### src/rtl/core/isa_pkg.sv
// Shared types, constants and helpers of the interval set algebra unit.
package isa_pkg;

	localparam int MaxIntervals = 16;
	localparam int CntW = $clog2(MaxIntervals + 1);
	localparam int IdxW = (MaxIntervals > 1) ? $clog2(MaxIntervals) : 1;
	localparam int EvtCap = 4 * MaxIntervals;
	localparam int EvtCntW = $clog2(EvtCap + 1);
	localparam int MaxResults = 32;
	localparam int ResCntW = $clog2(MaxResults + 1);
	localparam int SweepW = $clog2(MaxIntervals + 2) + 1;

	localparam logic [2:0] FUNC_LOAD_A = 3'd0;
	localparam logic [2:0] FUNC_LOAD_B = 3'd1;
	localparam logic [2:0] FUNC_ISECT  = 3'd2;
	localparam logic [2:0] FUNC_UNITE  = 3'd3;
	localparam logic [2:0] FUNC_CLEAR  = 3'd4;
	localparam logic [2:0] FUNC_QUERY  = 3'd5;

	localparam logic [1:0] ST_OK   = 2'd0;
	localparam logic [1:0] ST_FULL = 2'd1;
	localparam logic [1:0] ST_DUP  = 2'd2;

	localparam logic [1:0] OP_AND  = 2'd0;
	localparam logic [1:0] OP_OR   = 2'd1;
	localparam logic [1:0] OP_DIFF = 2'd2;

	localparam logic CFG_COMP_A = 1'b0;
	localparam logic CFG_COMP_B = 1'b1;

	// One endpoint event. Sort key is {pos, kind, side}, with pos biased
	// to unsigned order.
	typedef struct packed {
		logic        valid;
		logic signed [31:0] pos;
		logic        kind;   // 0 open, 1 close
		logic        side;   // 0 left operand, 1 right operand
	} evt_t;

	function automatic logic evt_before(evt_t x, evt_t y);
		logic [33:0] kx;
		logic [33:0] ky;
		kx = {~x.pos[31], x.pos[30:0], x.kind, x.side};
		ky = {~y.pos[31], y.pos[30:0], y.kind, y.side};
		// Empty slots sort after all real events.
		return x.valid && (!y.valid || (kx < ky));
	endfunction

endpackage

### src/rtl/core/isa_store.sv
// Interval store with duplicate search, fill count and point query.
module isa_store (
	input  logic                      clk,
	input  logic                      arst_n,
	input  logic                      clear,
	input  logic                      wr,
	input  logic signed [31:0]        wr_lo,
	input  logic signed [31:0]        wr_hi,
	input  logic [isa_pkg::IdxW-1:0]  rd_idx,
	output logic signed [31:0]        rd_lo,
	output logic signed [31:0]        rd_hi,
	output logic                      dup,
	output logic                      hit,
	output logic [isa_pkg::CntW-1:0]  count
);
	logic signed [31:0] lo_q [isa_pkg::MaxIntervals];
	logic signed [31:0] hi_q [isa_pkg::MaxIntervals];
	logic [isa_pkg::CntW-1:0] count_q;
	logic [isa_pkg::MaxIntervals-1:0] dup_v;
	logic [isa_pkg::MaxIntervals-1:0] hit_v;

	assign count = count_q;
	assign rd_lo = lo_q[rd_idx];
	assign rd_hi = hi_q[rd_idx];

	// Each entry compares independently; the result is an OR reduce.
	always_comb begin
		for (int i = 0; i < isa_pkg::MaxIntervals; i++) begin
			dup_v[i] = (isa_pkg::CntW'(i) < count_q) && (lo_q[i] == wr_lo) &&
				(hi_q[i] == wr_hi);
			hit_v[i] = (isa_pkg::CntW'(i) < count_q) && (lo_q[i] <= wr_lo) &&
				(wr_lo <= hi_q[i]);
		end
	end
	assign dup = |dup_v;
	assign hit = |hit_v;

	always_ff @(posedge clk) begin
		if (wr) begin
			lo_q[count_q[isa_pkg::IdxW-1:0]] <= wr_lo;
			hi_q[count_q[isa_pkg::IdxW-1:0]] <= wr_hi;
		end
	end

	always_ff @(posedge clk or negedge arst_n) begin
		if (!arst_n) begin
			count_q <= '0;
		end else if (clear) begin
			count_q <= '0;
		end else if (wr) begin
			count_q <= count_q + 1'b1;
		end
	end
endmodule

### config.mk
export PLATFORM = sky130hd
export DESIGN_NAME = isa_store
export DESIGN_NICKNAME = d
export VERILOG_FILES = /design/src/rtl/core/isa_pkg.sv /design/src/rtl/core/isa_store.sv
export SDC_FILE = /design/constraint.sdc
export NUM_CORES = 2
export LEC_CHECK = 0
export BUFFER_PORTS_ARGS = -buffer_cell sky130_fd_sc_hd__buf_2
export CAP_MARGIN = 20
export CORE_UTILIZATION = 28
export DETAILED_ROUTE_END_ITERATION = 8
export PLACE_DENSITY = 0.51
export RECOVER_POWER = 100
export SYNTH_ARGS = -nofsm -noshare
export SYNTH_HDL_FRONTEND = slang
export SYNTH_SLANG_ARGS = --single-unit
### constraint.sdc
create_clock -name clk -period 5.89 [get_ports clk]
set_input_delay 1.178 -clock clk [delete_from_list [all_inputs] [get_ports clk]]
set_output_delay 1.178 -clock clk [all_outputs]
set_load 0.1 [all_outputs]
### Yosys cells after proc, flatten, opt, wreduce, memory -nomap -nowiden

Memories as Yosys holds them, arrays and structs flattened.
Index checks and enable logic that the tools add are counted.

* equality and inequality tests: 32
* multiplexer cells: 4
* reductions and logical operators: 67
* order comparisons: 48
* add/sub/neg operators: 1

Operator list (count)
* $eq 32x32->1: 32
* $le 32x32->1: 32
* $logic_and 1x1->1: 64
* $lt 4x5->1 const A: 8
* $reduce_or 16->1: 2
* $lt 3x5->1 const A: 4
* $lt 1x5->1 const A: 2
* $lt 2x5->1 const A: 2
* $mux 5: 2
* $add 5x1->5 const B: 1
* $mux 1: 2
* $reduce_bool 2->1: 1

* output and inout bits: 71
* bits of input ports: 72
* memories: 2
* bits in registers: 5
* memory bits (writable): 1024

Memory list
* hi_q: words 16, width 32, rd ports 17, clocked after memory_dff 0, wr ports 1, RTL line isa_store.sv:17 `logic signed [31:0] hi_q [isa_pkg::MaxIntervals];`
* lo_q: words 16, width 32, rd ports 17, clocked after memory_dff 0, wr ports 1, RTL line isa_store.sv:16 `logic signed [31:0] lo_q [isa_pkg::MaxIntervals];`

### Depth between registers and ports, before layout

* word-level depth: 4
* mapped depth: 11
* gate-level depth less buffers: 11

### Least setup slack after synthesis

Ideal clock, no wire load.

* kind: input-to-output
* start: in wr_lo[17]
* end: out hit
* stages on the path: 11
* path buffers: 0
* slack: 0.290 ns
* arrival: 4.422 ns
* cell sequence: inv_1 > ha_1 > a21o_1 > a21o_1 > a21o_1 > a2111oi_0 > a31oi_1 > a211oi_1 > a211oi_1 > a2111oi_0 > nand4_1

* longest elaborated chain between the ends: 4
* elaborated cells between the ends (all ways): 65

Ends and longest elaborated chain
* from (decl): RTL line isa_store.sv:7 `input logic signed [31:0] wr_lo,`
* $le 32x32->1: RTL line isa_store.sv:31 `hit_v[i] = (isa_pkg::CntW'(i) < count_q) && (lo_q[i] <= wr_lo) &&`
* $logic_and 1x1->1 (2 in series): RTL line isa_store.sv:31
* $reduce_or 16->1 *: RTL line isa_store.sv:36 `assign hit = |hit_v;`
* to (decl): RTL line isa_store.sv:13 `output logic hit,`

Every way passes the cells marked *; elsewhere a longest branch is shown, timed or not.

### Final worst setup path

* start: in wr_lo[11]
* end: out hit

The elaborated chain is that of the path after synthesis.

==> impl_metrics.py <==
metrics = {
    "run_status": {
        "run_status": "finished with violations",
        "failing_checks": "setup timing",
    },
    "clocking": {
        "ctsHoldBuffers": 0,
        "tritoncts": "done",
        "insertion_delay_ns": 0.80,
        "path_clk_slew_ns": 0.06,
        "cts-htree-levels": 3,
        "cts_sink_cnt": 1029,
        "ctsRootBufferMaster": "sky130_fd_sc_hd__clkbuf_16",
        "cts_made_buffers": 120,
        "max-clock-path-buffers": 3,
    },
    "sta": {
        "final_critical_path_setup_slack_ns": -0.413,
        "final.setup_skew_ns": 0.0398,
        "slew_viol_final": 0,
        "grt_setup_unrepaired": "yes",
        "finalCritPeriodShare": 1.07,
        "finalHoldViolCount": 0,
        "setup-violations-final": 2,
        "finalSetupTns_ns": -0.450,
        "timing.final.crit_period_ns": 6.30,
        "transition_time_of_the_tightest_slew_check_pin_ns": 1.20,
        "slew-limit-headroom": 0.203,
        "achievable-frequency_ghz": 0.159,
    },
    "yosys": {
        "synth_simple_gate_area_frac": 0.0771,
        "synth_fa_ha_area_frac": 0.187,
        "synth.yosys.warnings": 0,
        "synth_nets": 6575,
        "combinational_family_with_the_most_area_after_synthesis": "adder cells",
        "async_reset_ff_frac": 0.00486,
        "yosys_register_bits": 1029,
        "postSynthAreaPerCell_sq_um": 12.6,
        "synth-main-ff-cell": "sky130_fd_sc_hd__edfxtp_1",
        "post_synth_instance_area_sq_um": 68900,
        "synth_compound_area_frac": 0.0761,
        "synthXorXnorAreaFrac": 0.0660,
        "post_synthesis_sequential_area_ratio": 0.448,
        "postSynthCellCount": 5475,
        "yosysUniqueCellTypes": 75,
        "muxShareOfSynthArea": 0.106,
        "synth_edf_count": 1024,
    },
    "detailed_routing": {
        "drtPass1Iterations": 5,
        "wirelength_microns": 310000,
        "drtIter0Drc": 5918,
        "remaining_drc_errors": 0,
        "wl_per_cell_microns": 32.9,
        "post_drt_via_cell_ratio": 5.51,
        "number_of_nets_still_failing_antenna_checks_after_routing": 0,
        "route.vias.total": 51978,
    },
    "global_route": {
        "number_of_antenna_violations_at_the_first_check_in_global_routing": 28,
        "maximum_number_of_pins_on_one_net_before_global_route_repair": 50,
        "grt_overflow": 0,
        "grt_usage": 0.244,
        "via_count_of_the_first_global_routing_pass": 51219,
        "grt_pass1_wl_microns": 419000,
    },
    "worst_setup_path": {
        "critical_path_required_ns": 4.71,
        "setup.worst_path.class": "input port to output pin",
        "endpoint_kind": "output pin",
        "cp_data_arrival_time_ns": 5.13,
        "worst-path-max-fanout": 10,
        "cp-start-kind": "input port",
    },
    "cells_and_area": {
        "final_core_utilization": 0.340,
        "nets": 7212,
        "nFillCells": 23851,
        "area.sequential_sq_um": 30900,
        "area_growth_syn_to_layout_pct": 20.4,
        "area_taken_by_multi_input_logic_gates_sq_um": 36100,
        "layout-drive-gt1-share": 0.208,
    },
    "hold_path": {
        "hold_class": "input port to asynchronous set/reset pin",
    },
    "floorplanning": {
        "fp.dieW_microns": 498,
        "rows": 181,
        "die_y_microns": 498,
        "floorplan.die_area_sq_um": 248000,
        "initial_core_util": 0.283,
        "placeableCoreArea_sq_um": 244000,
        "pin_count": 143,
    },
    "job": {
        "maxCapViolCount": 0,
    },
    "placed_design": {
        "gp_routability_congestion": 1.03,
        "dpl.hpwl_microns": 245000,
        "placement.io_buffers": 142,
    },
    "power": {
        "max-vdd-ir-drop_v": 0.000265,
        "p_leak_nw": 32.8,
        "power_per_cell_area_nw_per_um2": 235,
    },
}
[sequential cells by signal (all words and copies together) (netlist names)]
name   cells
count      5
hi_q     512
lo_q     512
[final timing paths]
kind	depth (start not counted)	slack, ns	start	to
setup / recovery	13	-0.41	wr_lo[11]	hit
hold / removal	1	0.22	arst_n	count[2]$_DFFE_PN0P_
setup reg to reg	4	2.69	count[0]$_DFFE_PN0P_	hi_q[12][8]$_DFFE_PP_
hold reg to reg	2	0.93	count[0]$_DFFE_PN0P_	count[0]$_DFFE_PN0P_
max in group asynchronous	1	5.44	arst_n	count[1]$_DFFE_PN0P_
min in group clk	2	0.60	clear	count[2]$_DFFE_PN0P_
[synthesized netlist by cell type, types with 9 or more instances]
cell type / instances / area share
sky130_fd_sc_hd__nand4_1: 295 / 0.027
sky130_fd_sc_hd__clkbuf_1: 95 / 0.0052
sky130_fd_sc_hd__buf_1: 41 / 0.0022
sky130_fd_sc_hd__ha_1: 1028 / 0.19
sky130_fd_sc_hd__or3_1: 9 / 0.00082
sky130_fd_sc_hd__a21oi_1: 417 / 0.030
sky130_fd_sc_hd__nor4_1: 131 / 0.012
sky130_fd_sc_hd__nor3_1: 49 / 0.0036
sky130_fd_sc_hd__edfxtp_1: 1024 / 0.45
sky130_fd_sc_hd__mux4_2: 320 / 0.10
sky130_fd_sc_hd__nor2_1: 70 / 0.0038
sky130_fd_sc_hd__o21ai_1: 20 / 0.0015
sky130_fd_sc_hd__nand2_1: 221 / 0.012
sky130_fd_sc_hd__a21o_1: 74 / 0.0081
sky130_fd_sc_hd__o211ai_1: 50 / 0.0054
sky130_fd_sc_hd__and4_1: 15 / 0.0019
sky130_fd_sc_hd__a221oi_1: 22 / 0.0028
sky130_fd_sc_hd__inv_1: 588 / 0.032
sky130_fd_sc_hd__a211oi_1: 42 / 0.0046
sky130_fd_sc_hd__o21a_1: 11 / 0.0012
sky130_fd_sc_hd__and2_1: 21 / 0.0019
sky130_fd_sc_hd__nand3_1: 90 / 0.0065
sky130_fd_sc_hd__nand2b_1: 10 / 0.00091
sky130_fd_sc_hd__or4_1: 9 / 0.00098
sky130_fd_sc_hd__nor2b_1: 39 / 0.0035
sky130_fd_sc_hd__o21ai_0: 103 / 0.0075
sky130_fd_sc_hd__xor2_1: 296 / 0.038
sky130_fd_sc_hd__a2111oi_0: 11 / 0.0014
sky130_fd_sc_hd__xnor2_1: 223 / 0.028
sky130_fd_sc_hd__a2111o_1: 10 / 0.0016
sky130_fd_sc_hd__a31oi_1: 10 / 0.00091
[cells by family after synthesis]
kind of cell               Yosys count
AOI/OAI and AO/OA                  857
xor gates and xnor gates           519
adders and majority gates         1028
buffers and inverters              729
DFF                               1029
muxes                              331
and+or+nand+nor                    982
[worst max-delay path, cell delays in order]
cell                       delay (ns)
sky130_fd_sc_hd__buf_2           0.13
sky130_fd_sc_hd__buf_12          0.16
sky130_fd_sc_hd__buf_12          0.17
sky130_fd_sc_hd__ha_1            0.30
sky130_fd_sc_hd__nand2_1         0.07
sky130_fd_sc_hd__o21ai_0         0.62
sky130_fd_sc_hd__a21oi_1         0.17
sky130_fd_sc_hd__a21boi_0        0.22
sky130_fd_sc_hd__o31a_1          0.46
sky130_fd_sc_hd__o311ai_4        0.17
sky130_fd_sc_hd__nor4_4          0.43
sky130_fd_sc_hd__nand4_1         0.58
sky130_fd_sc_hd__buf_12          0.39
[report_power, final]
part | internal (mW) | total, mW | switching, mW
Combinational | 1.10 | 3.37 | 2.26
Clock | 4.48 | 7.91 | 3.42
Sequential | 8.15 | 8.23 | 0.0799
Total | 13.7 | 19.5 | 5.77
[stage by stage]
step / hold slack (ns) / std cells / area (sq um) / total power [mW] / setup WS, ns
2_1_floorplan: 0.882 / 5475 / 68900 / 10.1 / 0.290
3_3_place_gp: 0.900 / 9112 / 77200 / 11.6 / -1.37
3_5_place_dp: 0.914 / 9114 / 77200 / 11.6 / -1.32
4_1_cts: 0.119 / 9393 / 82300 / 19.5 / -0.336
5_1_grt: 0.205 / 9416 / 82900 / 20.0 / -0.339
6_report: 0.222 / 9425 / 82900 / 19.5 / -0.413
[metal layers]
| layer | vias up | GRT usage | share of wire |
|---|---|---|---|
| met4 | 10 | 0.125 | 0.061 |
| met5 | - | 0 | 0.00020 |
| met1 | 26665 | 0.327 | 0.42 |
| met2 | 2325 | 0.375 | 0.44 |
| li1 | 22493 | - | - |
| met3 | 485 | 0.0461 | 0.077 |
[layout make-up]
type | instances | area share
Multi-Input combinational cell | 3717 | 0.436
Sequential cell | 1029 | 0.372
Timing Repair Buffer | 656 | 0.0673
Antenna cell | 11 | 0.000332
Clock inverter | 86 | 0.0119
Inverter | 588 | 0.0273
Tap cell | 3202 | 0.0483
Clock buffer | 136 | 0.0369
[cell usage in the layout (no fill, tap or decap), drive strengths merged, types with 58 or more instances in the layout]
master  netlist  routed
ha         1028    1028
edfxtp     1024    1024
buf          46     639
inv         588     576
a21oi       417     417
mux4        320     320
xor2        296     296
nand4       295     295
xnor2       223     223
nand2       221     221
clkbuf       95     153
nor4        131     131
o21ai       123     123
nand3        90      90
a21o         75      75
nor2         70      70
clkinv        0      58
[timing repair]
item,CTS,global route
setup buffers,64,21
gates resized for setup,168,81
setup endpoints to repair,2,2
pin swaps,44,41
Note: power is estimated with default switching activity, not from simulation.
