$ cat src/rtl/core/isa_pkg.sv
// Shared types, constants and helpers of the interval set algebra unit.
package isa_pkg;

	localparam int MaxIntervals = 16;
	localparam int CntW = $clog2(MaxIntervals + 1);
	localparam int IdxW = (MaxIntervals > 1) ? $clog2(MaxIntervals) : 1;
	localparam int EvtCap = 4 * MaxIntervals;
	localparam int EvtCntW = $clog2(EvtCap + 1);
	localparam int MaxResults = 32;
	localparam int ResCntW = $clog2(MaxResults + 1);
	localparam int SweepW = $clog2(MaxIntervals + 2) + 1;

	localparam logic [2:0] FUNC_LOAD_A = 3'd0;
	localparam logic [2:0] FUNC_LOAD_B = 3'd1;
	localparam logic [2:0] FUNC_ISECT  = 3'd2;
	localparam logic [2:0] FUNC_UNITE  = 3'd3;
	localparam logic [2:0] FUNC_CLEAR  = 3'd4;
	localparam logic [2:0] FUNC_QUERY  = 3'd5;

	localparam logic [1:0] ST_OK   = 2'd0;
	localparam logic [1:0] ST_FULL = 2'd1;
	localparam logic [1:0] ST_DUP  = 2'd2;

	localparam logic [1:0] OP_AND  = 2'd0;
	localparam logic [1:0] OP_OR   = 2'd1;
	localparam logic [1:0] OP_DIFF = 2'd2;

	localparam logic CFG_COMP_A = 1'b0;
	localparam logic CFG_COMP_B = 1'b1;

	// One endpoint event. Sort key is {pos, kind, side}, with pos biased
	// to unsigned order.
	typedef struct packed {
		logic        valid;
		logic signed [31:0] pos;
		logic        kind;   // 0 open, 1 close
		logic        side;   // 0 left operand, 1 right operand
	} evt_t;

	function automatic logic evt_before(evt_t x, evt_t y);
		logic [33:0] kx;
		logic [33:0] ky;
		kx = {~x.pos[31], x.pos[30:0], x.kind, x.side};
		ky = {~y.pos[31], y.pos[30:0], y.kind, y.side};
		// Empty slots sort after all real events.
		return x.valid && (!y.valid || (kx < ky));
	endfunction

endpackage

$ cat src/rtl/core/isa_sort_cell.sv
// One cell of the insertion sorter: keeps the smaller event, passes the larger on.
module isa_sort_cell (
	input  logic         clk,
	input  logic         arst_n,
	input  logic         flush,
	input  logic         shift,
	input  isa_pkg::evt_t in_evt,
	input  isa_pkg::evt_t left_evt,
	output isa_pkg::evt_t held,
	output isa_pkg::evt_t pass_evt
);
	isa_pkg::evt_t held_q;
	isa_pkg::evt_t pass_q;

	assign held     = held_q;
	assign pass_evt = pass_q;

	// In sort mode the cell keeps the smaller of its entry and the
	// incoming event. In shift mode the row moves towards cell zero.
	always_ff @(posedge clk or negedge arst_n) begin
		if (!arst_n) begin
			held_q.valid <= 1'b0;
			pass_q.valid <= 1'b0;
		end else if (flush) begin
			held_q.valid <= 1'b0;
			pass_q.valid <= 1'b0;
		end else if (shift) begin
			held_q <= left_evt;
			pass_q.valid <= 1'b0;
		end else if (isa_pkg::evt_before(in_evt, held_q)) begin
			pass_q <= held_q;
			held_q <= in_evt;
		end else begin
			pass_q <= in_evt;
		end
	end
endmodule

$ cat config.mk
export PLATFORM = sky130hd
export DESIGN_NAME = isa_sort_cell
export DESIGN_NICKNAME = d
export VERILOG_FILES = /design/src/rtl/core/isa_pkg.sv /design/src/rtl/core/isa_sort_cell.sv
export SDC_FILE = /design/constraint.sdc
export NUM_CORES = 1
export LEC_CHECK = 0
export BUFFER_PORTS_ARGS = -buffer_cell sky130_fd_sc_hd__buf_2
export CAP_MARGIN = 10
export CELL_PAD_IN_SITES_DETAIL_PLACEMENT = 1
export CELL_PAD_IN_SITES_GLOBAL_PLACEMENT = 2
export CORE_ASPECT_RATIO = 1.1
export CORE_MARGIN = 1
export CORE_UTILIZATION = 33
export DETAILED_ROUTE_END_ITERATION = 16
export PLACE_DENSITY = 0.91
export RECOVER_POWER = 50
export SLEW_MARGIN = 20
export SYNTH_ARGS = -nofsm -noshare
export SYNTH_HDL_FRONTEND = slang
export SYNTH_SLANG_ARGS = --single-unit
$ cat constraint.sdc
create_clock -name clk -period 5.1 [get_ports clk]
set_input_delay 0.255 -clock clk [delete_from_list [all_inputs] [get_ports clk]]
set_output_delay 0.255 -clock clk [all_outputs]
set_load 0.005 [all_outputs]
# Word-level counts from Yosys, hierarchy flattened
# Cells that the tools add are included.
totals:
  regBits: 70
  latchBits: 0
  ram_bits: 0
  rom_bits: 0
  in_bits: 74
  elab_cells: 26
  mem_count: 0
classes:
  n_addsub: 0
  n_mul: 0
  n_div: 0
  n_lt_le_gt_ge: 1
  n_eq_ne: 0
  n_shift: 0
  muxes: 6
  n_bitwise: 4
  n_reduce_logical: 7
ops:
  columns: ["cell", "n"]
  rows:
  - ["2-to-1 mux 35 bit", 3]
  - ["less-than comparator 34 bit", 1]
  - ["AND reduction 3 bit", 2]
  - ["NOT 1 bit", 4]
  - ["2-to-1 mux 1 bit", 3]
  - ["nonzero test 3 bit", 1]
  - ["nonzero test 2 bit", 1]
  - ["logical AND 1 bit", 1]
  - ["zero test 1 bit", 1]
  - ["logical OR 1 bit", 1]

# Logic depth before layout (Yosys ltp)
# Gate-level depths: netlist of run 1.
logic_depth:
  ltp_word: 7
  depth_mapped: 11
  mapped_depth_nobuf: 8

# Worst setup path before layout of run 1
# No wires, ideal clock.
synth_path:
  kind: "reg-to-reg"
  from: "register held_q (netlist bit held[19])"
  to: "register held_q (netlist bit held[0]), enable pin"
  arrival_ns: 2.739
  required_ns: 4.711
  path_slack_ns: 1.973
  stages_incl_launch_ff: 11
  path_buffers: 2
  synth_period_minus_slack_ns: 3.127
  path_cell_list: "edfxtp_1 inv_1 ha_1 a21o_1 nand3_1 a2111oi_1 or4_1 buf_2 buf_4 o21ai_1 o211a_1"
synth_via:
  elab_chain_len: 5
synth_lines:
  columns: ["item", "line_no", "source"]
  rows:
  - ["start, declared", "isa_sort_cell.sv:12", "isa_pkg::evt_t held_q;"]
  - ["start signal, assigned", "isa_sort_cell.sv:28", "held_q <= left_evt;"]
  - ["start signal, assigned", "isa_sort_cell.sv:32", "held_q <= in_evt;"]
  - ["less-than comparator 34 bit", "isa_pkg.sv:46", "return x.valid && (!y.valid || (kx < ky));"]
  - ["logical OR 1 bit", "isa_pkg.sv:46", null]
  - ["logical AND 1 bit", "isa_pkg.sv:46", null]
  - ["nonzero test 2 bit (no source line)", null, null]
  - ["AND reduction 3 bit (no source line)", null, null]
# No other way between the ends.
# A chain may end at the register's enable or synchronous reset.

# Worst setup path in the final report of run 1
layout_path:
  from: "input port shift"
  to: "register pass_q (netlist bit pass_evt[2]), enable pin"
layout_via:
  elab_chain_len: 2
layout_lines:
  columns: ["item", "line_no", "source"]
  rows:
  - ["start, declared", "isa_sort_cell.sv:6", "input logic shift,"]
  - ["NOT 1 bit (no source line)", null, null]
  - ["AND reduction 3 bit (no source line)", null, null]
  - ["end signal, assigned", "isa_sort_cell.sv:31", "pass_q <= held_q;"]
  - ["end signal, assigned", "isa_sort_cell.sv:34", "pass_q <= in_evt;"]
  - ["end, declared", "isa_sort_cell.sv:13", "isa_pkg::evt_t pass_q;"]
# No other way between the ends.

==> results.md, run 1 <==
- Distinct cells, synth: 31
- Average wire per standard cell: about 18 microns
- CP startpoint kind: primary input
- Antenna violations before repair: 0
- Synthesis Warnings: 0
- CTS tree: built
- GR Overflow Total: 0
- Sum Neg Setup Slack: 0 ns
- Pwr Total: 1.60 mW
- Cells after synthesis: about 580
- Root Buffer: clkbuf_16
- Unrepaired setup endpoints after global routing: false
- Nature of the critical path endpoint: register
- Worst-margin pin slew: approximately 2.5 ns
- Crit path arrival time: between 3 and 4 ns
- Vias: 4709
- Share of the synthesized area in the top cell type: between 40% and 50%
- Post-synth EDFFs: 68
- Core area: ~15000 sq um
- Detailed placement HPWL: between 10000 and 15000 microns
- Antenna Cells: 0
- Tightest Hold Check Type: in2reg
- Initial DRC count: 245
- Synth Register Bits: 70
- Final setup margin: ~1.6 ns
- FP Rows: between 40 and 50
- Largest net degree at the start of global routing: about 110
- DIE AREA: 15700 sq um
- Cell taking the most area after synthesis: edfxtp_1
- Status: finished with violations
- Initial Util: 34.3%
- Fmax: approximately 0.28 GHz
- Post-CTS repair timing setup buffer count: 0
- Synthesized Nets: around 690
- # fillers: ~1800
- Initial DRT Pass Iterations: 4
- LEAKAGE: roughly 2.5 nW
- Routability Congestion: 0.772
- Layout cells sized above 1: 20.1%
- Final setup viols: 0
- Fraction of registers with async set/reset: under 10%
- I/O Buffers: 143
- Pre-CTS setup slack: about 1.8 ns
- CP required: between 5 and 6 ns
- Area Growth Syn to Fin: 21.3%
- Die X: 120 microns
- GRT Total Usage: between 20% and 30%
- Syn Std Cell Area: 5020 sq um
- Hold Buf Count CTS: 1
- Final hold viol count: 0
- Max Fanout on Critical Path: 58
- Vias/cell: between 5 and 6
- Sinks on Clock Net: 70
- First-pass GRT wire length: between 20000 and 30000 microns
- Antenna Violating Nets Remaining: 0
- DRT Wirelength: about 16000 microns
- Vias in the first global route: slightly above 5000
- Seq/Total Area, Yosys: 41.7%
- Prevailing post-synth register cell: edfxtp_1
- IO Pins: 144
- Pins over their slew limit: 59
- CP Class: in2reg
- Die height: about 130 microns
- Final #Nets: roughly 800
- CTS clk-pin slew, worst paths: 0.06 ns
- Worst R2R Setup Slack: approximately 1.9 ns
- Tmin final: between 3 and 4 ns
- CTS resizes: 0
- H-Tree Depth: 3
- Worst IR Drop VDD: approximately 0.12 mV
- Skew-Pair Late Insertion Delay: 0.35 ns
- Final Util: a little over two fifths
- Layout Skew: 0.00951 ns
- Max-cap violations: 1
- DRC: 0
- Failing checks: max-capacitance violations, max-slew violations
- Syn Area/Cell: 8.67 sq um
- Clock buffer depth: 2
- CTS Buf Count: 9
- Headroom to the max-slew limit: -65.2%
- Top post-synthesis cells by area: edfxtp_1, ha_1, nand2_1
- PD cells: 263 nW/um^2
- Final period utilization: around 70%
## routing by layer
layer	up-vias	part of all wire (%)	track usage (%)
li1	2283	-	-
met1	2306	44	24.6
met2	100	51	37.5
met3	20	3.7	2.82
met4	0	1.9	8.06
met5	-	0	0
## worst max-delay path: stages
cell	delay (ns)
clkbuf_1	0.65
clkbuf_1	1.83
nor2b_4	0.51
buf_16	0.35
## registers in the layout (all words and copies together) (netlist names)
signal,flops
pass_evt,35
held,35
## cells in the final DEF (no fill, tap or decap)
cell	instances
nor2_1	4
clkbuf_1	38
o21ai_0	61
buf_16	1
dfrtp_1	1
edfxtp_1	68
dlygate4sd3_1	1
a21oi_1	41
a211oi_1	1
o21ai_1	12
nor4_2	1
nand2_1	110
nand3_1	4
clkinv_2	3
dfrtp_2	1
nand3b_1	35
o311ai_1	34
o211a_4	1
o221a_2	1
buf_2	107
nor3_1	2
clkbuf_16	9
or4_2	1
a21oi_2	10
nor2b_4	1
clkinv_1	2
buf_4	3
inv_1	67
a2111oi_1	1
a21o_1	3
ha_1	33
nand2b_1	1
nor2b_1	2
bufinv_16	1
and2_1	34
nand4_1	6
o221ai_4	1
## through the flow
step	area, sq um	hold slack (ns)	instances
after CTS	6100	0.0814	893
after floorplan	5020	-0.0406	579
after global routing	6090	0.0953	894
after detailed placement	5810	0.0512	876
final	6090	0.0919	894
after global placement	5810	0.0449	876
## kinds of logic (layout without fill, tap and decap cells)
kind of cell / count (synthesis) / count (layout) / share of synthesized area [%]
AOI/OAI and AO/OA: 166 / 166 / 20.6
adders and majority gates: 33 / 33 / 8.22
buffers and inverters: 109 / 232 / 9.32
DFF: 70 / 70 / 41.7
and+or+nand+nor: 201 / 201 / 20.2
## final cells by class
class | instances | area (sq um) | area share, %
multi-input combinational | 400 | 2490 | 40.9
sequential | 70 | 2090 | 34.4
timing repair buffer | 149 | 734 | 12.1
inverter | 67 | 251 | 4.13
tap | 192 | 240 | 3.94
clock buffer | 10 | 229 | 3.76
clock inverter | 6 | 52.6 | 0.863
## cell usage after synthesis (2+ instances only)
cell / instances
nand2_1: 110
nor3_1: 2
ha_1: 33
nor2_1: 4
nand3b_1: 35
o21ai_0: 61
buf_4: 2
a21oi_2: 10
o311ai_1: 34
a21o_1: 3
edfxtp_1: 68
nor2b_1: 3
nand3_1: 4
buf_6: 4
nand4_1: 6
and2_1: 34
a21oi_1: 41
inv_1: 67
clkbuf_1: 27
dfrtp_1: 2
o21ai_1: 12
buf_2: 8
## power by group
part | leakage, nW | total (mW) | switching, mW | internal (mW)
registers | 0.656 | 0.691 | 0.0247 | 0.667
logic | 1.72 | 0.283 | 0.169 | 0.114
clock network | 0.141 | 0.627 | 0.254 | 0.373
## path summary, 6_finish.rpt
path,start,end,cells after the start
setup / recovery,shift,pass_evt[2]$_DFFE_PP_,4
hold / removal,flush,held[34]$_DFFE_PN0P_,2
setup reg to reg,held[33]$_DFFE_PP_,pass_evt[31]$_DFFE_PP_,7
hold reg to reg,held[1]$_DFFE_PP_,pass_evt[1]$_DFFE_PP_,2
max in group asynchronous,arst_n,held[34]$_DFFE_PN0P_,2
min in group asynchronous,arst_n,pass_evt[34]$_DFF_PN0_,2
Note: power is estimated with default switching activity, not from simulation.
==> run 2: changes to the inputs <==
--- a/config.mk
+++ b/config.mk
@@ -11,9 +11,9 @@
 export CELL_PAD_IN_SITES_GLOBAL_PLACEMENT = 2
 export CORE_ASPECT_RATIO = 1.1
 export CORE_MARGIN = 1
-export CORE_UTILIZATION = 33
+export CORE_UTILIZATION = 31
 export DETAILED_ROUTE_END_ITERATION = 16
-export PLACE_DENSITY = 0.91
+export PLACE_DENSITY = 0.87
 export RECOVER_POWER = 50
 export SLEW_MARGIN = 20
 export SYNTH_ARGS = -nofsm -noshare
==> constraint.sdc (replaced) <==
create_clock -name clk -period 3.66 [get_ports clk]
set_input_delay 0.183 -clock clk [delete_from_list [all_inputs] [get_ports clk]]
set_output_delay 0.183 -clock clk [all_outputs]
set_load 0.005 [all_outputs]
==> results.md, run 2 (same netlist as run 1, synthesis figures left out) <==
- CP Class: reg2reg
- Max stage delay on crit path: approximately 0.54 ns
- Crit path buffers/inverters: 1
- Final setup viols: 0
- Initial Util: between 30% and 40%
- Final setup margin: 0.718 ns
- Worst IR Drop VDD: 0.192 mV
- Initial DRT Pass Iterations: 5
- # fillers: between 1500 and 2000
- Vias: roughly 4800
- Vias/cell: 5.28
- Final Util: around 39%
- Sinks on Clock Net: 70
- GRT Total Usage: between 15 and 20%
- Antenna Violating Nets Remaining: 0
- PD cells: 355 nW/um^2
- Final period utilization: about 80%
- Final hold viol count: 0
- Worst-margin pin slew: 1.90 ns
- Tightest Hold Check Type: in2reg
- Tmin final: about 2.9 ns
- CP startpoint kind: register
- First-pass GRT wire length: roughly 25000 microns
- CTS resizes: 0
- Hold Buf Count CTS: 1
- WHS: ~0.029 ns
- Antenna Cells: 0
- Root Buffer: clkbuf_16
- Hold depth: 2
- Layout Skew: between 0.007 and 0.008 ns
- Routability Congestion: 0.773
- Area Growth Syn to Fin: 20.8%
- Unrepaired setup endpoints after global routing: false
- Die X: ~120 microns
- Top delay family on crit path: simple AND/OR/NAND/NOR gates
- Hold EP: held[34]$_DFFE_PN0P_
- RR Startpoint: held[33]$_DFFE_PP_
- CP required: between 3 and 4 ns
- Failing checks: max-capacitance violations, max-slew violations
- Max Fanout on Critical Path: 42
- Core area: roughly 16000 sq um
- Skew-Pair Late Insertion Delay: 0.35 ns
- CP max-delay cell: nor4_2
- DRC: 0
- Crit-path cells: ha_1, nand4_1, nor4_2, nand3_1, o221ai_4, buf_4, o311ai_1
- H-Tree Depth: 3
- Max-cap violations: 1
- Most frequent cells in the layout: nand2_1, buf_2, edfxtp_1, inv_1, o21ai_0
- Fmax: around 0.34 GHz
- Worst R2R Setup Slack: 0.72 ns
- Status: finished with violations
- Post-CTS repair timing setup buffer count: 0
- Crit path arrival time: 3.00 ns
- Antenna violations before repair: 0
- GR Overflow Total: 0
- Clock buffer depth: 2
- CTS Buf Count: 9
- Vias in the first global route: 4850
- FP Rows: 48
- DIE AREA: 16700 sq um
- Nature of the critical path endpoint: register
- Headroom to the max-slew limit: -26.8%
- Initial DRC count: approximately 180
- Beginning of the worst hold path: flush
- LEAKAGE: about 2.5 nW
- Post-route cell area: about 6100 sq um
- Reg2reg end: pass_evt[17]$_DFFE_PP_
- Detailed placement HPWL: 10700 microns
- Layout cells sized above 1: 20.3%
- Final Non-Filler Cells: 903
- CTS tree: built
- Area after DPL: 5850 sq um
- Die height: approximately 140 microns
- I/O Buffers: between 100 and 150
- IO Pins: about 140
- Inst Count DP: between 800 and 900
- DRT Wirelength: 15700 microns
- Pre-CTS setup slack: 0.710 ns
- R2R cell count: 7
- Sum Neg Setup Slack: 0 ns
- Largest net degree at the start of global routing: around 110
- Average wire per standard cell: about 17 microns
- Pwr Total: ~2.1 mW
- Final #Nets: roughly 810
- Pins over their slew limit: 46
- CTS clk-pin slew, worst paths: approximately 0.06 ns
[run 2: routing by layer]
metal,global-route usage [%],wire length [microns]
met2,34.0,7870
met4,10.5,527
met3,3.07,631
met5,0,0
met1,23.2,6660
[run 2: worst max-delay path by stage]
| stage | start | end | cells past startpoint |
|---|---|---|---|
| finish | held[33]$_DFFE_PP_ | pass_evt[17]$_DFFE_PP_ | 7 |
| global route | shift | held[14]$_DFFE_PP_ | 3 |
| CTS | held[33]$_DFFE_PP_ | pass_evt[17]$_DFFE_PP_ | 7 |
| detailed placement | held[33]$_DFFE_PP_ | pass_evt[17]$_DFFE_PP_ | 7 |
| global placement | held[33]$_DFFE_PP_ | pass_evt[15]$_DFFE_PP_ | 7 |
| floorplan | held[19]$_DFFE_PP_ | held[0]$_DFFE_PP_ | 10 |
[run 2: final cells by class]
class	count	area (sq um)	area share [%]
Sequential cell	70	2100	34.6
Timing Repair Buffer	151	737	12.2
Clock inverter	4	15.0	0.248
Tap cell	200	250	4.13
Multi-Input combinational cell	400	2480	40.9
Inverter	67	251	4.15
Clock buffer	11	233	3.84
[run 2: power breakdown]
part / internal [mW] / leakage, nW / switching, mW / total [mW]
Sequential: 0.929 / 0.656 / 0.0354 / 0.965
Combinational: 0.157 / 1.74 / 0.229 / 0.386
Clock: 0.447 / 0.120 / 0.353 / 0.799
Total: 1.53 / 2.51 / 0.617 / 2.15
[run 2: worst register-to-register path, cell delays in order, from the launching register on]
cell and delay, ns:
edfxtp_1 0.43, ha_1 0.35, nand4_1 0.24, nor4_2 0.54, nand3_1 0.21, o221ai_4 0.24
buf_4 0.45, o311ai_1 0.19
==> run 3: changes to the inputs <==
==> constraint.sdc (replaced) <==
create_clock -name clk -period 2.95 [get_ports clk]
set_input_delay 0.1475 -clock clk [delete_from_list [all_inputs] [get_ports clk]]
set_output_delay 0.1475 -clock clk [all_outputs]
set_load 0.005 [all_outputs]
==> results.md, run 3 (same netlist as run 1, synthesis figures left out) <==
- Initial Util: 31.9%
- Status: complete, no violations
- Core area: around 16000 sq um
- Antenna Cells: 0
- Clock buffer depth: 2
- Final hold viol count: 0
- # fillers: roughly 1900
- DIE AREA: roughly 17000 sq um
- Crit path arrival time: roughly 2.8 ns
- Max-cap violations: 0
- Unrepaired setup endpoints after global routing: false
- Nature of the critical path endpoint: register
- Skew-Pair Late Insertion Delay: 0.35 ns
- Initial DRC count: 213
- Detailed placement HPWL: 11200 microns
- Root Buffer: clkbuf_16
- DRC: 0
- H-Tree Depth: 3
- Layout cells sized above 1: between 20% and 30%
- CTS tree: built
- Area Growth Syn to Fin: 24.1%
- I/O Buffers: 143
- Final setup viols: 0
- Largest net degree at the start of global routing: 73
- Most frequent cells in the layout: nand2_1, buf_2, edfxtp_1, inv_1, o21ai_0
- FF/Latch Area: ~2100 sq um
- Layout Skew: approximately 0.0083 ns
- Final setup margin: ~0.18 ns
- Die X: approximately 120 microns
- First-pass GRT wire length: 24800 microns
- Antenna Violating Nets Remaining: 0
- Antenna violations before repair: 0
- Initial DRT Pass Iterations: 4
- PD cells: approximately 470 nW/um^2
- CTS clk-pin slew, worst paths: roughly 0.060 ns
- Most common cell after layout, fill and taps aside: nand2_1
- Tightest Hold Check Type: in2reg
- Headroom to the max-slew limit: a little over a quarter
- Fmax: ~0.36 GHz
- Max Fanout on Critical Path: 12
- Routability Congestion: about 0.76
- DRT Wirelength: around 16000 microns
- Multi-input gate area: between 2000 and 2500 sq um
- GR Overflow Total: 0
- CTS Buf Count: 9
- Vias in the first global route: between 4000 and 5000
- Vias: 4725
- CP Class: reg2reg
- Worst IR Drop VDD: 0.238 mV
- Final #Nets: 811
- IO Pins: between 100 and 150
- Sinks on Clock Net: 70
- CP startpoint kind: register
- Sum Neg Setup Slack: 0 ns
- Pre-CTS setup slack: ~0.18 ns
- Worst-margin pin slew: around 1.1 ns
- Average wire per standard cell: ~17 microns
- CP required: 2.99 ns
- Pins over their slew limit: 0
- FP Rows: between 40 and 50
- GRT Total Usage: about a fifth
- Vias/cell: slightly above 5
- Die height: approximately 140 microns
- Tmin final: 2.77 ns
- LEAKAGE: between 2 and 3 nW
- Final period utilization: around 94%
[run 3: changes by cell type in the layout (fill, tap and decap cells not counted), sizes merged]
cell / change
clkinv: -2
buf: -5
clkbuf: +8
dlygate4sd3: +1
clkinvlp: +2
bufinv: +2
[run 3: worst paths after layout]
check                                        start                endpoint  slack, ns  cells past startpoint
worst min-delay path                  left_evt[34]    held[34]$_DFFE_PN0P_       0.05                      3
worst max-delay path            held[19]$_DFFE_PP_       held[1]$_DFFE_PP_       0.18                      9
worst min register to register   held[9]$_DFFE_PP_   pass_evt[9]$_DFFE_PP_       0.76                      2
min in group asynchronous                   arst_n  pass_evt[34]$_DFF_PN0_       0.12                      2
worst max register to register  held[19]$_DFFE_PP_       held[1]$_DFFE_PP_       0.18                      9
max in group asynchronous                   arst_n    held[34]$_DFFE_PN0P_       2.66                      2
[run 3: stage by stage]
| stage | hold slack [ns] | power [mW] | utilization (%) | cell area, sq um | std cells |
|---|---|---|---|---|---|
| floorplan | -0.148 | 1.52 | - | 5020 | 579 |
| global placement | -0.0593 | 1.69 | 37.6 | 5920 | 890 |
| detailed placement | -0.0562 | 1.71 | 37.6 | 5920 | 890 |
| CTS | 0.0453 | 2.93 | 39.8 | 6260 | 908 |
| global route | 0.0631 | 3.03 | 39.6 | 6230 | 909 |
| finish | 0.0548 | 2.90 | 39.6 | 6230 | 909 |
[run 3: repair_timing]
item,CTS,global route
endpoints found under the hold margin,4,0
hold buffers,2,0
gates resized for setup,0,0
setup buffers,0,0
[run 3: final cells by class]
type                    count  share of cell area (%)
inverters                  67                    4.04
clock buffers              10                    3.84
well taps                 200                    4.02
flip-flops and latches     70                    33.6
multi-input cells         400                    39.8
clock inverters             6                    1.37
repair buffers            156                    13.3
[run 3: routing by layer]
layer	up-vias	track usage, %	wire length (microns)
met1	2314	23.4	6740
met5	-	0	0
met4	0	6.09	223
met2	104	35.0	8060
met3	14	3.66	659
li1	2293	-	-
[run 3: critical path, cell delays in order, from the launching register on]
cell	delay [ns]
edfxtp_1	0.45
inv_1	0.09
ha_1	0.24
a21o_1	0.19
nand3_1	0.07
a2111oi_1	0.07
or4_2	0.70
o21ai_1	0.18
o211a_2	0.23
buf_4	0.24
[run 3: report_power, final]
| group | total [mW] | switching [mW] | leakage, nW | internal [mW] |
|---|---|---|---|---|
| clock | 1.21 | 0.450 | 0.154 | 0.760 |
| combinational | 0.501 | 0.295 | 1.76 | 0.205 |
| sequential | 1.19 | 0.0354 | 0.656 | 1.15 |
